<file path="config.mk">
export PLATFORM = sky130hd
export DESIGN_NAME = recursive_lock_with_wait_queue_core
export DESIGN_NICKNAME = d
export VERILOG_FILES = /design/src/rlwq_pkg.sv /design/src/rlwq_front.sv /design/src/rlwq_queue.sv /design/src/rlwq_back.sv /design/src/recursive_lock_with_wait_queue_core.sv
export SDC_FILE = /design/constraint.sdc
export NUM_CORES = 1
export LEC_CHECK = 0
export ABC_AREA = 1
export BUFFER_PORTS_ARGS = -buffer_cell sky130_fd_sc_hd__buf_4
export CORE_AREA = 4 4 179 181
export CTS_CLUSTER_SIZE = 8
export DETAILED_ROUTE_END_ITERATION = 8
export DIE_AREA = 0 0 183 185
export SLEW_MARGIN = 20
export SYNTH_ARGS = -nofsm -noshare
export SYNTH_HDL_FRONTEND = slang
export SYNTH_SLANG_ARGS = --single-unit
</file>
<file path="constraint.sdc">
create_clock -name aclk -period 7.55 [get_ports aclk]
set_clock_uncertainty 0.1 [all_clocks]
set_input_delay 1.1325 -clock aclk [delete_from_list [all_inputs] [get_ports aclk]]
set_output_delay 1.1325 -clock aclk [all_outputs]
set_load 0.02 [all_outputs]
</file>
<file path="src/rlwq_pkg.sv">
`timescale 1ns / 1ps

package rlwq_pkg;

    localparam int MAX_THREADS  = 16;
    localparam int COUNT_BITS   = 8;
    localparam int TID_W        = $clog2(MAX_THREADS);
    localparam int FILL_W       = $clog2(MAX_THREADS + 1);
    localparam int QUEUE_DEPTH  = 2;
    localparam int QPTR_W       = $clog2(QUEUE_DEPTH);
    localparam int QCNT_W       = $clog2(QUEUE_DEPTH + 1);
    localparam int IN_TDATA_W   = ((TID_W + 7) / 8) * 8;
    localparam int RESULT_W     = 3 + 1 + TID_W + 1 + TID_W + COUNT_BITS;
    localparam int OUT_TDATA_W  = ((RESULT_W + 7) / 8) * 8;

    typedef logic [TID_W-1:0]      tid_t;
    typedef logic [COUNT_BITS-1:0] count_t;
    typedef logic [FILL_W-1:0]     fill_t;

    typedef enum logic {
        CMD_ACQUIRE = 1'b0,
        CMD_RELEASE = 1'b1
    } cmd_t;

    typedef enum logic [2:0] {
        ST_GRANTED         = 3'd0,
        ST_NESTED          = 3'd1,
        ST_QUEUED          = 3'd2,
        ST_REL_NESTED      = 3'd3,
        ST_RELEASED        = 3'd4,
        ST_NOT_HOLDER      = 3'd5,
        ST_ALREADY_WAITING = 3'd6,
        ST_COUNT_OVERFLOW  = 3'd7
    } status_t;

    typedef struct packed {
        cmd_t cmd;
        tid_t tid;
    } req_t;

    // Lowest field last, so the packed image matches the tdata layout.
    typedef struct packed {
        count_t  hold_depth;
        tid_t    holder_thread;
        logic    holder_valid;
        tid_t    woken_thread;
        logic    woken_valid;
        status_t status;
    } result_t;

    localparam count_t DEPTH_MAX = '1;
    localparam fill_t  FILL_FULL = fill_t'(MAX_THREADS);

    // Slot bit positions inside the output tdata.
    localparam int OUT_STATUS_LSB   = 0;
    localparam int OUT_WVALID_BIT   = 3;
    localparam int OUT_WTHREAD_LSB  = 4;
    localparam int OUT_HVALID_BIT   = OUT_WTHREAD_LSB + TID_W;
    localparam int OUT_HTHREAD_LSB  = OUT_HVALID_BIT + 1;
    localparam int OUT_DEPTH_LSB    = OUT_HTHREAD_LSB + TID_W;

    function automatic tid_t next_slot(input tid_t slot);
        return (slot == tid_t'(MAX_THREADS - 1)) ? '0 : slot + tid_t'(1);
    endfunction

endpackage

</file>
<file path="src/rlwq_front.sv">
`timescale 1ns / 1ps

module rlwq_front (
    input  logic                              aclk,
    input  logic                              aresetn,
    input  logic                              s_tvalid,
    output logic                              s_tready,
    input  logic [rlwq_pkg::IN_TDATA_W-1:0]   s_tdata,   // [3:0] thread_id, rest zero
    input  logic                              s_tuser,   // [0] command
    output logic                              req_valid,
    input  logic                              req_ready,
    output rlwq_pkg::req_t                    req
);

    logic           valid_reg, valid_next;
    rlwq_pkg::req_t req_reg, req_next;
    logic           accept;

    // Take a new transaction when none is held or the held one leaves this cycle.
    assign s_tready  = !valid_reg || req_ready;
    assign accept    = s_tvalid && s_tready;
    assign req_valid = valid_reg;
    assign req       = req_reg;

    always_comb begin
        req_next     = req_reg;
        req_next.cmd = rlwq_pkg::cmd_t'(s_tuser);
        req_next.tid = s_tdata[rlwq_pkg::TID_W-1:0];
        if (accept) begin
            valid_next = 1'b1;
        end else if (req_ready) begin
            valid_next = 1'b0;
        end else begin
            valid_next = valid_reg;
        end
    end

    always_ff @(posedge aclk) begin
        if (!aresetn) begin
            valid_reg <= 1'b0;
        end else begin
            valid_reg <= valid_next;
        end
    end

    always_ff @(posedge aclk) begin
        if (accept) begin
            req_reg <= req_next;
        end
    end

endmodule

</file>
<file path="src/rlwq_queue.sv">
`timescale 1ns / 1ps

module rlwq_queue (
    input  logic           aclk,
    input  logic           aresetn,
    input  logic           in_valid,
    output logic           in_ready,
    input  rlwq_pkg::req_t in_req,
    output logic           out_valid,
    input  logic           out_ready,
    output rlwq_pkg::req_t out_req
);

    rlwq_pkg::req_t                    entry_reg [rlwq_pkg::QUEUE_DEPTH];
    logic [rlwq_pkg::QPTR_W-1:0]       wr_ptr_reg, wr_ptr_next;
    logic [rlwq_pkg::QPTR_W-1:0]       rd_ptr_reg, rd_ptr_next;
    logic [rlwq_pkg::QCNT_W-1:0]       count_reg, count_next;
    logic                              push, pop;

    assign in_ready  = count_reg != rlwq_pkg::QCNT_W'(rlwq_pkg::QUEUE_DEPTH);
    assign out_valid = count_reg != '0;
    assign out_req   = entry_reg[rd_ptr_reg];
    assign push      = in_valid && in_ready;
    assign pop       = out_valid && out_ready;

    always_comb begin
        wr_ptr_next = push ? wr_ptr_reg + rlwq_pkg::QPTR_W'(1) : wr_ptr_reg;
        rd_ptr_next = pop  ? rd_ptr_reg + rlwq_pkg::QPTR_W'(1) : rd_ptr_reg;
        unique case ({push, pop})
            2'b10:   count_next = count_reg + rlwq_pkg::QCNT_W'(1);
            2'b01:   count_next = count_reg - rlwq_pkg::QCNT_W'(1);
            default: count_next = count_reg;
        endcase
    end

    always_ff @(posedge aclk) begin
        if (!aresetn) begin
            wr_ptr_reg <= '0;
            rd_ptr_reg <= '0;
            count_reg  <= '0;
        end else begin
            wr_ptr_reg <= wr_ptr_next;
            rd_ptr_reg <= rd_ptr_next;
            count_reg  <= count_next;
        end
    end

    always_ff @(posedge aclk) begin
        if (push) begin
            entry_reg[wr_ptr_reg] <= in_req;
        end
    end

endmodule

</file>
<file path="src/rlwq_back.sv">
`timescale 1ns / 1ps

module rlwq_back (
    input  logic                              aclk,
    input  logic                              aresetn,
    input  logic                              in_valid,
    output logic                              in_ready,
    input  rlwq_pkg::req_t                    in_req,
    output logic                              m_tvalid,
    input  logic                              m_tready,
    output logic [rlwq_pkg::OUT_TDATA_W-1:0]  m_tdata
);

    // Lock state
    logic                              held_reg, held_next;
    rlwq_pkg::tid_t                    owner_reg, owner_next;
    rlwq_pkg::count_t                  depth_reg, depth_next;
    // Waiter ring
    rlwq_pkg::tid_t                    wait_mem [rlwq_pkg::MAX_THREADS];
    rlwq_pkg::tid_t                    head_reg, head_next;
    rlwq_pkg::tid_t                    tail_reg, tail_next;
    rlwq_pkg::fill_t                   fill_reg, fill_next;
    logic [rlwq_pkg::MAX_THREADS-1:0]  mask_reg, mask_next;
    // Result register
    logic                              out_valid_reg, out_valid_next;
    rlwq_pkg::result_t                 out_reg, out_next;

    logic                              fire;
    logic                              own;
    logic                              do_push;
    rlwq_pkg::tid_t                    head_tid;
    logic [rlwq_pkg::RESULT_W-1:0]     out_flat;

    assign in_ready = !out_valid_reg || m_tready;
    assign fire     = in_valid && in_ready;
    assign own      = held_reg && (owner_reg == in_req.tid);
    assign head_tid = wait_mem[head_reg];
    assign out_flat = out_reg;
    assign m_tvalid = out_valid_reg;
    assign m_tdata  = rlwq_pkg::OUT_TDATA_W'(out_flat);

    always_comb begin
        held_next  = held_reg;
        owner_next = owner_reg;
        depth_next = depth_reg;
        head_next  = head_reg;
        tail_next  = tail_reg;
        fill_next  = fill_reg;
        mask_next  = mask_reg;
        do_push    = 1'b0;
        out_next   = out_reg;
        out_next.woken_valid  = 1'b0;
        out_next.woken_thread = '0;

        unique case (in_req.cmd)
            rlwq_pkg::CMD_ACQUIRE: begin
                priority if (own) begin
                    if (depth_reg == rlwq_pkg::DEPTH_MAX) begin
                        out_next.status = rlwq_pkg::ST_COUNT_OVERFLOW;
                    end else begin
                        depth_next      = depth_reg + rlwq_pkg::count_t'(1);
                        out_next.status = rlwq_pkg::ST_NESTED;
                    end
                end else if (mask_reg[in_req.tid]) begin
                    out_next.status = rlwq_pkg::ST_ALREADY_WAITING;
                end else if (!held_reg) begin
                    held_next       = 1'b1;
                    owner_next      = in_req.tid;
                    depth_next      = rlwq_pkg::count_t'(1);
                    out_next.status = rlwq_pkg::ST_GRANTED;
                end else if (fill_reg == rlwq_pkg::FILL_FULL) begin
                    out_next.status = rlwq_pkg::ST_ALREADY_WAITING;
                end else begin
                    do_push                = 1'b1;
                    tail_next              = rlwq_pkg::next_slot(tail_reg);
                    fill_next              = fill_reg + rlwq_pkg::fill_t'(1);
                    mask_next[in_req.tid]  = 1'b1;
                    out_next.status        = rlwq_pkg::ST_QUEUED;
                end
            end
            rlwq_pkg::CMD_RELEASE: begin
                priority if (!own) begin
                    out_next.status = rlwq_pkg::ST_NOT_HOLDER;
                end else if (depth_reg > rlwq_pkg::count_t'(1)) begin
                    depth_next      = depth_reg - rlwq_pkg::count_t'(1);
                    out_next.status = rlwq_pkg::ST_REL_NESTED;
                end else begin
                    held_next       = 1'b0;
                    owner_next      = '0;
                    depth_next      = '0;
                    out_next.status = rlwq_pkg::ST_RELEASED;
                    if (fill_reg != '0) begin
                        head_next             = rlwq_pkg::next_slot(head_reg);
                        fill_next             = fill_reg - rlwq_pkg::fill_t'(1);
                        mask_next[head_tid]   = 1'b0;
                        out_next.woken_valid  = 1'b1;
                        out_next.woken_thread = head_tid;
                    end
                end
            end
            default: begin
                out_next.status = rlwq_pkg::ST_NOT_HOLDER;
            end
        endcase

        out_next.holder_valid  = held_next;
        out_next.holder_thread = owner_next;
        out_next.hold_depth    = depth_next;

        if (fire) begin
            out_valid_next = 1'b1;
        end else if (m_tready) begin
            out_valid_next = 1'b0;
        end else begin
            out_valid_next = out_valid_reg;
        end
    end

    always_ff @(posedge aclk) begin
        if (!aresetn) begin
            held_reg      <= 1'b0;
            owner_reg     <= '0;
            depth_reg     <= '0;
            head_reg      <= '0;
            tail_reg      <= '0;
            fill_reg      <= '0;
            mask_reg      <= '0;
            out_valid_reg <= 1'b0;
        end else begin
            out_valid_reg <= out_valid_next;
            if (fire) begin
                held_reg  <= held_next;
                owner_reg <= owner_next;
                depth_reg <= depth_next;
                head_reg  <= head_next;
                tail_reg  <= tail_next;
                fill_reg  <= fill_next;
                mask_reg  <= mask_next;
            end
        end
    end

    always_ff @(posedge aclk) begin
        if (fire) begin
            out_reg <= out_next;
        end
        if (fire && do_push) begin
            wait_mem[tail_reg] <= in_req.tid;
        end
    end

endmodule

</file>
<file path="src/recursive_lock_with_wait_queue_core.sv">
`timescale 1ns / 1ps

// Recursive lock with a FIFO of waiting threads.
// Request channel (s_): one transaction is an acquire or a release; s_tuser
// carries the command (0 acquire, 1 release), s_tdata the thread id.
// Result channel (m_): exactly one transaction per request, in request order,
// carrying status, the woken waiter (if any) and the holder after the step.
// Path: front register, two-entry request queue, lock engine and result
// register. Throughput: one request per cycle unless the receiver stalls;
// the lock engine updates all state, waiter ring and waiting mask in the
// single cycle it fires.
// Reset (aresetn low, synchronous): the lock is free, the waiter ring and
// mask are empty, and both channels drop their valid flags.
// Receiver stall: the result register holds its transaction; the engine
// stops, the queue fills, and s_tready falls once the front register is
// also occupied. No transaction is lost or repeated.
module recursive_lock_with_wait_queue_core (
    input  logic                              aclk,
    input  logic                              aresetn,
    input  logic                              s_tvalid,
    output logic                              s_tready,
    input  logic [rlwq_pkg::IN_TDATA_W-1:0]   s_tdata,   // [3:0] thread_id, [7:4] zero
    input  logic                              s_tuser,   // [0] command
    output logic                              m_tvalid,
    input  logic                              m_tready,
    // [2:0] status, [3] woken_valid, [7:4] woken_thread, [8] holder_valid,
    // [12:9] holder_thread, [20:13] hold_depth, [23:21] zero
    output logic [rlwq_pkg::OUT_TDATA_W-1:0]  m_tdata
);

    // Front register to queue
    logic           fq_valid, fq_ready;
    rlwq_pkg::req_t fq_req;
    // Queue to lock engine
    logic           qb_valid, qb_ready;
    rlwq_pkg::req_t qb_req;

    // Accept and capture requests.
    rlwq_front u_front (
        .aclk      (aclk),
        .aresetn   (aresetn),
        .s_tvalid  (s_tvalid),
        .s_tready  (s_tready),
        .s_tdata   (s_tdata),
        .s_tuser   (s_tuser),
        .req_valid (fq_valid),
        .req_ready (fq_ready),
        .req       (fq_req)
    );

    // Decouple intake from the lock engine so either side can stall.
    rlwq_queue u_queue (
        .aclk      (aclk),
        .aresetn   (aresetn),
        .in_valid  (fq_valid),
        .in_ready  (fq_ready),
        .in_req    (fq_req),
        .out_valid (qb_valid),
        .out_ready (qb_ready),
        .out_req   (qb_req)
    );

    // Carry out the request against the lock state and register the result.
    rlwq_back u_back (
        .aclk      (aclk),
        .aresetn   (aresetn),
        .in_valid  (qb_valid),
        .in_ready  (qb_ready),
        .in_req    (qb_req),
        .m_tvalid  (m_tvalid),
        .m_tready  (m_tready),
        .m_tdata   (m_tdata)
    );

endmodule

</file>
After elaboration in Yosys (flattened, before gate mapping)
Memories as Yosys holds them, arrays and structs flattened. A register that Yosys moved wholly into a read port is not among the register bits. Cells that the tools add are included.

Register bits after elaboration: 74. Memories kept: 2. Logic and storage cells: 151. Memory bits (writable): 74. Output and inout bits: 26. Input bits: 13.

Bitwise operators: 9. $add $sub $neg: 10. Order comparisons: 5. Reductions and logical operators: 21. Equality and inequality tests: 15. Muxes and demuxes: 69.

Memory list: u_back.wait_mem (words 16, width 4, rd ports 1, clocked after Yosys merged registers in 1, wr ports 1, line rlwq_back.sv:19) `rlwq_pkg::tid_t wait_mem [rlwq_pkg::MAX_THREADS];`; u_queue.entry_reg (words 2, width 5, rd ports 1, clocked after Yosys merged registers in 1, wr ports 1, line rlwq_queue.sv:14) `rlwq_pkg::req_t entry_reg [rlwq_pkg::QUEUE_DEPTH];`.

Operators by type and width (count): $mux W16 (7); $mux W8 (6); $mux W4 (9); $mux W5 (7); $pmux W16 S2 (1); $mux W1 (23); $mux W3 (7); $and A16 B16 Y16 (1); $not A16 Y16 (1); $or A16 B16 Y16 (1); $pmux W8 S2 (1); $ne A2 B2 Y1 const B (7); $lt A4 B5 Y1 const B (2); $pmux W5 S2 (1); $add A4 B1 Y4 const B (2); $add A8 B1 Y8 const B (1); $demux W1 S4 (2); $eq A4 B4 Y1 const B (2); $eq A8 B8 Y1 const B (1); $ge A4 B1 Y1 const B (2); $gt A8 B1 Y1 const B (1); $pmux W4 S2 (1); $reduce_and A8 Y1 (1); $reduce_bool A2 Y1 (4); other kinds (24) (38).

Depth between registers and ports, before layout
Depth in word-level cells: 10. Gate-level depth with buffers: 18.

Hierarchy
A second synthesis with hierarchy kept.

Cells, all modules: 909. Area total of the unflattened synthesis: 7593.5 sq um.

By module, submodules not included: rlwq_back (area each 6782.8 sq um, times used 1, cells an instance 846, sequential area each 3493.4 sq um); rlwq_queue (area each 609.3 sq um, times used 1, cells an instance 51, sequential area each 400.4 sq um); rlwq_front (area each 201.4 sq um, times used 1, cells an instance 12, sequential area each 170.2 sq um).

Least setup slack after synthesis
No wires, ideal clock.

Kind: in2reg. From: input m_tready. To: register u_queue.count_reg[1] in the netlist's numbering. Required time: 7328 ps. Arrival time: 3080 ps. Path slack: 4248 ps. Stages: 8. Buffers on the path: 1. Cell sequence: nor2_1 -> a21oi_2 -> clkbuf_1 -> ha_1 -> a21oi_1 -> o21ai_0 -> o21ai_0 -> a21oi_1.

Longest elaborated chain between the ends: 4. Elaborated cells on any way between the ends: 6. Classes of those cells: eq/ne (2); mux (1); reduce/logical (3).

RTL lines: start, declared (line recursive_lock_with_wait_queue_core.sv:25) `input logic m_tready,`; $logic_or A1 B1 Y1 * (line rlwq_back.sv:34) `assign in_ready = !out_valid_reg || m_tready;`; $logic_and A1 B1 Y1 *; net u_back.fire (line rlwq_back.sv:28) `logic fire;`; $eq A2 B1 Y1 / $eq A2 B2 Y1 (equally long branches) (line rlwq_queue.sv:29) `unique case ({push, pop})`; $pmux W2 S2 / $reduce_bool A2 Y1 (equally long branches); end signal, assigned (line rlwq_queue.sv:44) `count_reg <= count_next;`; end, declared (line rlwq_queue.sv:17) `logic [rlwq_pkg::QCNT_W-1:0] count_reg, count_next;`.

Mark *: on every way through the listed nets, which the timed path passes. The rest lies on a longest branch. A chain may end at the register's enable or synchronous reset.

==> impl_metrics.yaml <==
run_status:
  status: "finished, final reports clean"
power:
  pwr-share-clk_pct: 25.7
  p_sw_share_pct: 39.5
  vdd_ir_drop_max_uv: 237
  p_leak_nw: 3.39
  p_comb_share_pct: 35.7
  internal_power_mw: 1.85
  p_per_area_nw_per_um2: 354
  power_frac_seq_pct: 38.7
  power.switching_mw: 1.21
drt:
  wire_per_inst_um: 13.1
  antenna_left: 0
  drc: 0
  num_vias: 5729
  dr.first_iter.drc_count: 383
  vias_per_cell: 4.43
  drt_first_pass_iters: 5
  drt_wl_total_mm: 17.0
clock_tree:
  cts_tree: "done"
  holdBufCountCts: 0
  postCtsSetupBuffers: 0
  numCtsBuffers: 17
  clock_latency_ns: 0.43
  path_clk_slew_ns: 0.06
  ctsRootBufferMaster: "clkbuf_16"
  cts_buffer_depth: 2
  h-tree-depth: 4
  post_cts_resized: 0
  cts_sinks: 153
flow_run:
  cap_violations: 0
global_route:
  grt_pass1_wl_mm: 28.1
  overflow: 0
  grt_max_degree: 65
  antenna_found_initial: 0
  grt_pass1_vias: 5541
  grt_util_all_layers_pct: 10.3
worst_hold_path:
  hold_class: "reg2reg"
  min_from: "u_queue.rd_ptr_reg"
  min_path_cells: 1
critical_path:
  worst-r2r-setup-slack_ns: 3.91
  slowest_delay_ns: 0.68
  critical_path_class: "reg2reg"
  crit_chain: "nand2_1 > nand2_1 > clkinv_1 > nand3_1 > nor2_1 > nand2_2 > nand2_2 > nand2_1 > nor2_1 > nor2_1"
  cp-start-kind: "flip-flop"
  r2r_end: "u_back.mask_reg[7]"
  crit_arrival_ns: 3.90
  path_max_fanout: 30
  slowest_stage: "clkinv_1"
  cp_data_required_time_ns: 7.81
  cp-end-kind: "flip-flop"
  ff2ff_path_depth: 10
yosys:
  synth_xor_area_share_pct: 1.28
  synth-simple-area-share_pct: 22.7
  synth_compound_area_share_pct: 10.7
  synth_fa_ha_area_share_pct: 2.26
  synth_top_cell_area_share_pct: 39.9
  yosysWarnings: 0
  ys_seq_elements: 153
  synth_flop_cell: "edfxtp_1"
  yosys.area.top_type: "edfxtp_1"
  synthTopCellsByCount: "nand2_1, inv_1, edfxtp_1"
  post_synth_num_cell_types: 40
  synthCells: 865
  yosysMostFrequentCell: "nand2_1"
  synth_edf_count: 100
  synth.area.mux_share_pct: 0
  avgSynthCellArea_um2: 8.70
  synth_area_leaders: "edfxtp_1, dfxtp_1, nand2_1"
  async_reset_ff_share_pct: 0
  ys_seq_area_share_pct: 54.0
  synth_top_family_by_area: "simple AND/OR/NAND/NOR gates"
  syn-cell-area_um2: 7520
sta:
  rsz0062_at_grt: "false"
  tightest_slew_ns: 1.05
  max_freq_mhz: 275
  setup_tns_ns: 0
  setup_violations: 0
  slew-limit-headroom_pct: 29.6
  whs_ns: 0.353
  period_minus_slack_ns: 3.64
  hold_viol_final: 0
  finalCritPeriodShare_pct: 48.2
  slew_viol_final: 0
floorplan:
  die_w_um: 183
  fp.coreArea_um2: 30400
  num_io_pins: 39
  rows: 64
  die_h_um: 185
  start_util_pct: 24.7
  die_area_um2: 33900
finish:
  largest_reg_flops: 64
  final_util_pct: 28.4
  num_antenna_cells: 0
  num-nets-final: 911
  areaGrowthSynthToFinish_pct: 14.9
  instances_no_fill: 1293
  drive_above_1_share_pct: 11.8
place:
  placed_cells: 1261
  dp_hpwl_mm: 11.3
  numPortBuffers: 31
  place_congestion: 0.836
## worst max-delay path, delay by kind of cell, from the launching register on
family	cells	cell delay (ns)
simple gates	9	2.20
buf+inv	1	0.68
flops	1	0.56
## metrics by stage
step / power [mW] / setup WS, ns / area, um^2
6_report: 3.06 / 3.91 / 8640
5_1_grt: 3.27 / 3.55 / 8640
4_1_cts: 3.08 / 3.98 / 8620
3_3_place_gp: 2.28 / 3.78 / 8080
3_5_place_dp: 2.29 / 3.78 / 8080
2_1_floorplan: 1.97 / 4.25 / 7530
## power by group through the flow
stage	Sequential, mW	Combinational [mW]	Clock, mW
4_1_cts	1.18	1.09	0.804
6_report	1.18	1.09	0.785
2_1_floorplan	1.24	0.730	0
3_3_place_gp	1.20	1.08	0
5_1_grt	1.20	1.23	0.845
3_5_place_dp	1.20	1.09	0
## cell type report
class                           instances  area, um^2
Timing Repair Buffer                   33         260
Fill cell                            3222       21800
Clock inverter                         14         115
Clock buffer                           17         425
Inverter                              126         478
Tap cell                              396         495
Multi-Input combinational cell        554        2800
Sequential cell                       153        4070
## routing by layer
layer / part of all wire, % / vias up / GRT usage (%)
met3: 4.6 / 19 / 2.59
met1: 47 / 2669 / 13.7
met4: 1.3 / 0 / 3.40
met5: 0 / - / 0
li1: - / 2906 / -
met2: 47 / 135 / 16.6
## worst max-delay path by stage
stage / to / cells after the start
after floorplan: u_queue.count_reg[1] / 8
after global placement: u_back.wait_mem[13][3] / 10
after detailed placement: u_back.wait_mem[13][3] / 10
after CTS: u_back.mask_reg[7] / 10
after global routing: u_back.mask_reg[7] / 10
final: u_back.mask_reg[7] / 10
## kinds of logic after synthesis
family                     after synthesis
and+or+nand+nor                        386
buffers and inverters                  160
DFF                                    153
AOI/OAI and AO/OA                      141
adders and majority gates               13
xor gates and xnor gates                11
other                                    1
## cells in the final DEF (no fill, tap or decap), types with 5 or more instances in the layout
cell type and n:
nand2_1 175, inv_1 118, edfxtp_1 100, nor2_1 82, nand3_1 81, a21oi_1 52, dfxtp_1 52, o21ai_0 48
buf_4 32, o211ai_1 24, clkbuf_16 17, nand2_2 13, ha_1 12, nand4_1 9, xor2_1 7, nor3_1 7
nor2_2 6, inv_2 5, o21ai_1 5, o21ai_2 5
No activity file was read; power rests on OpenSTA's default activity.
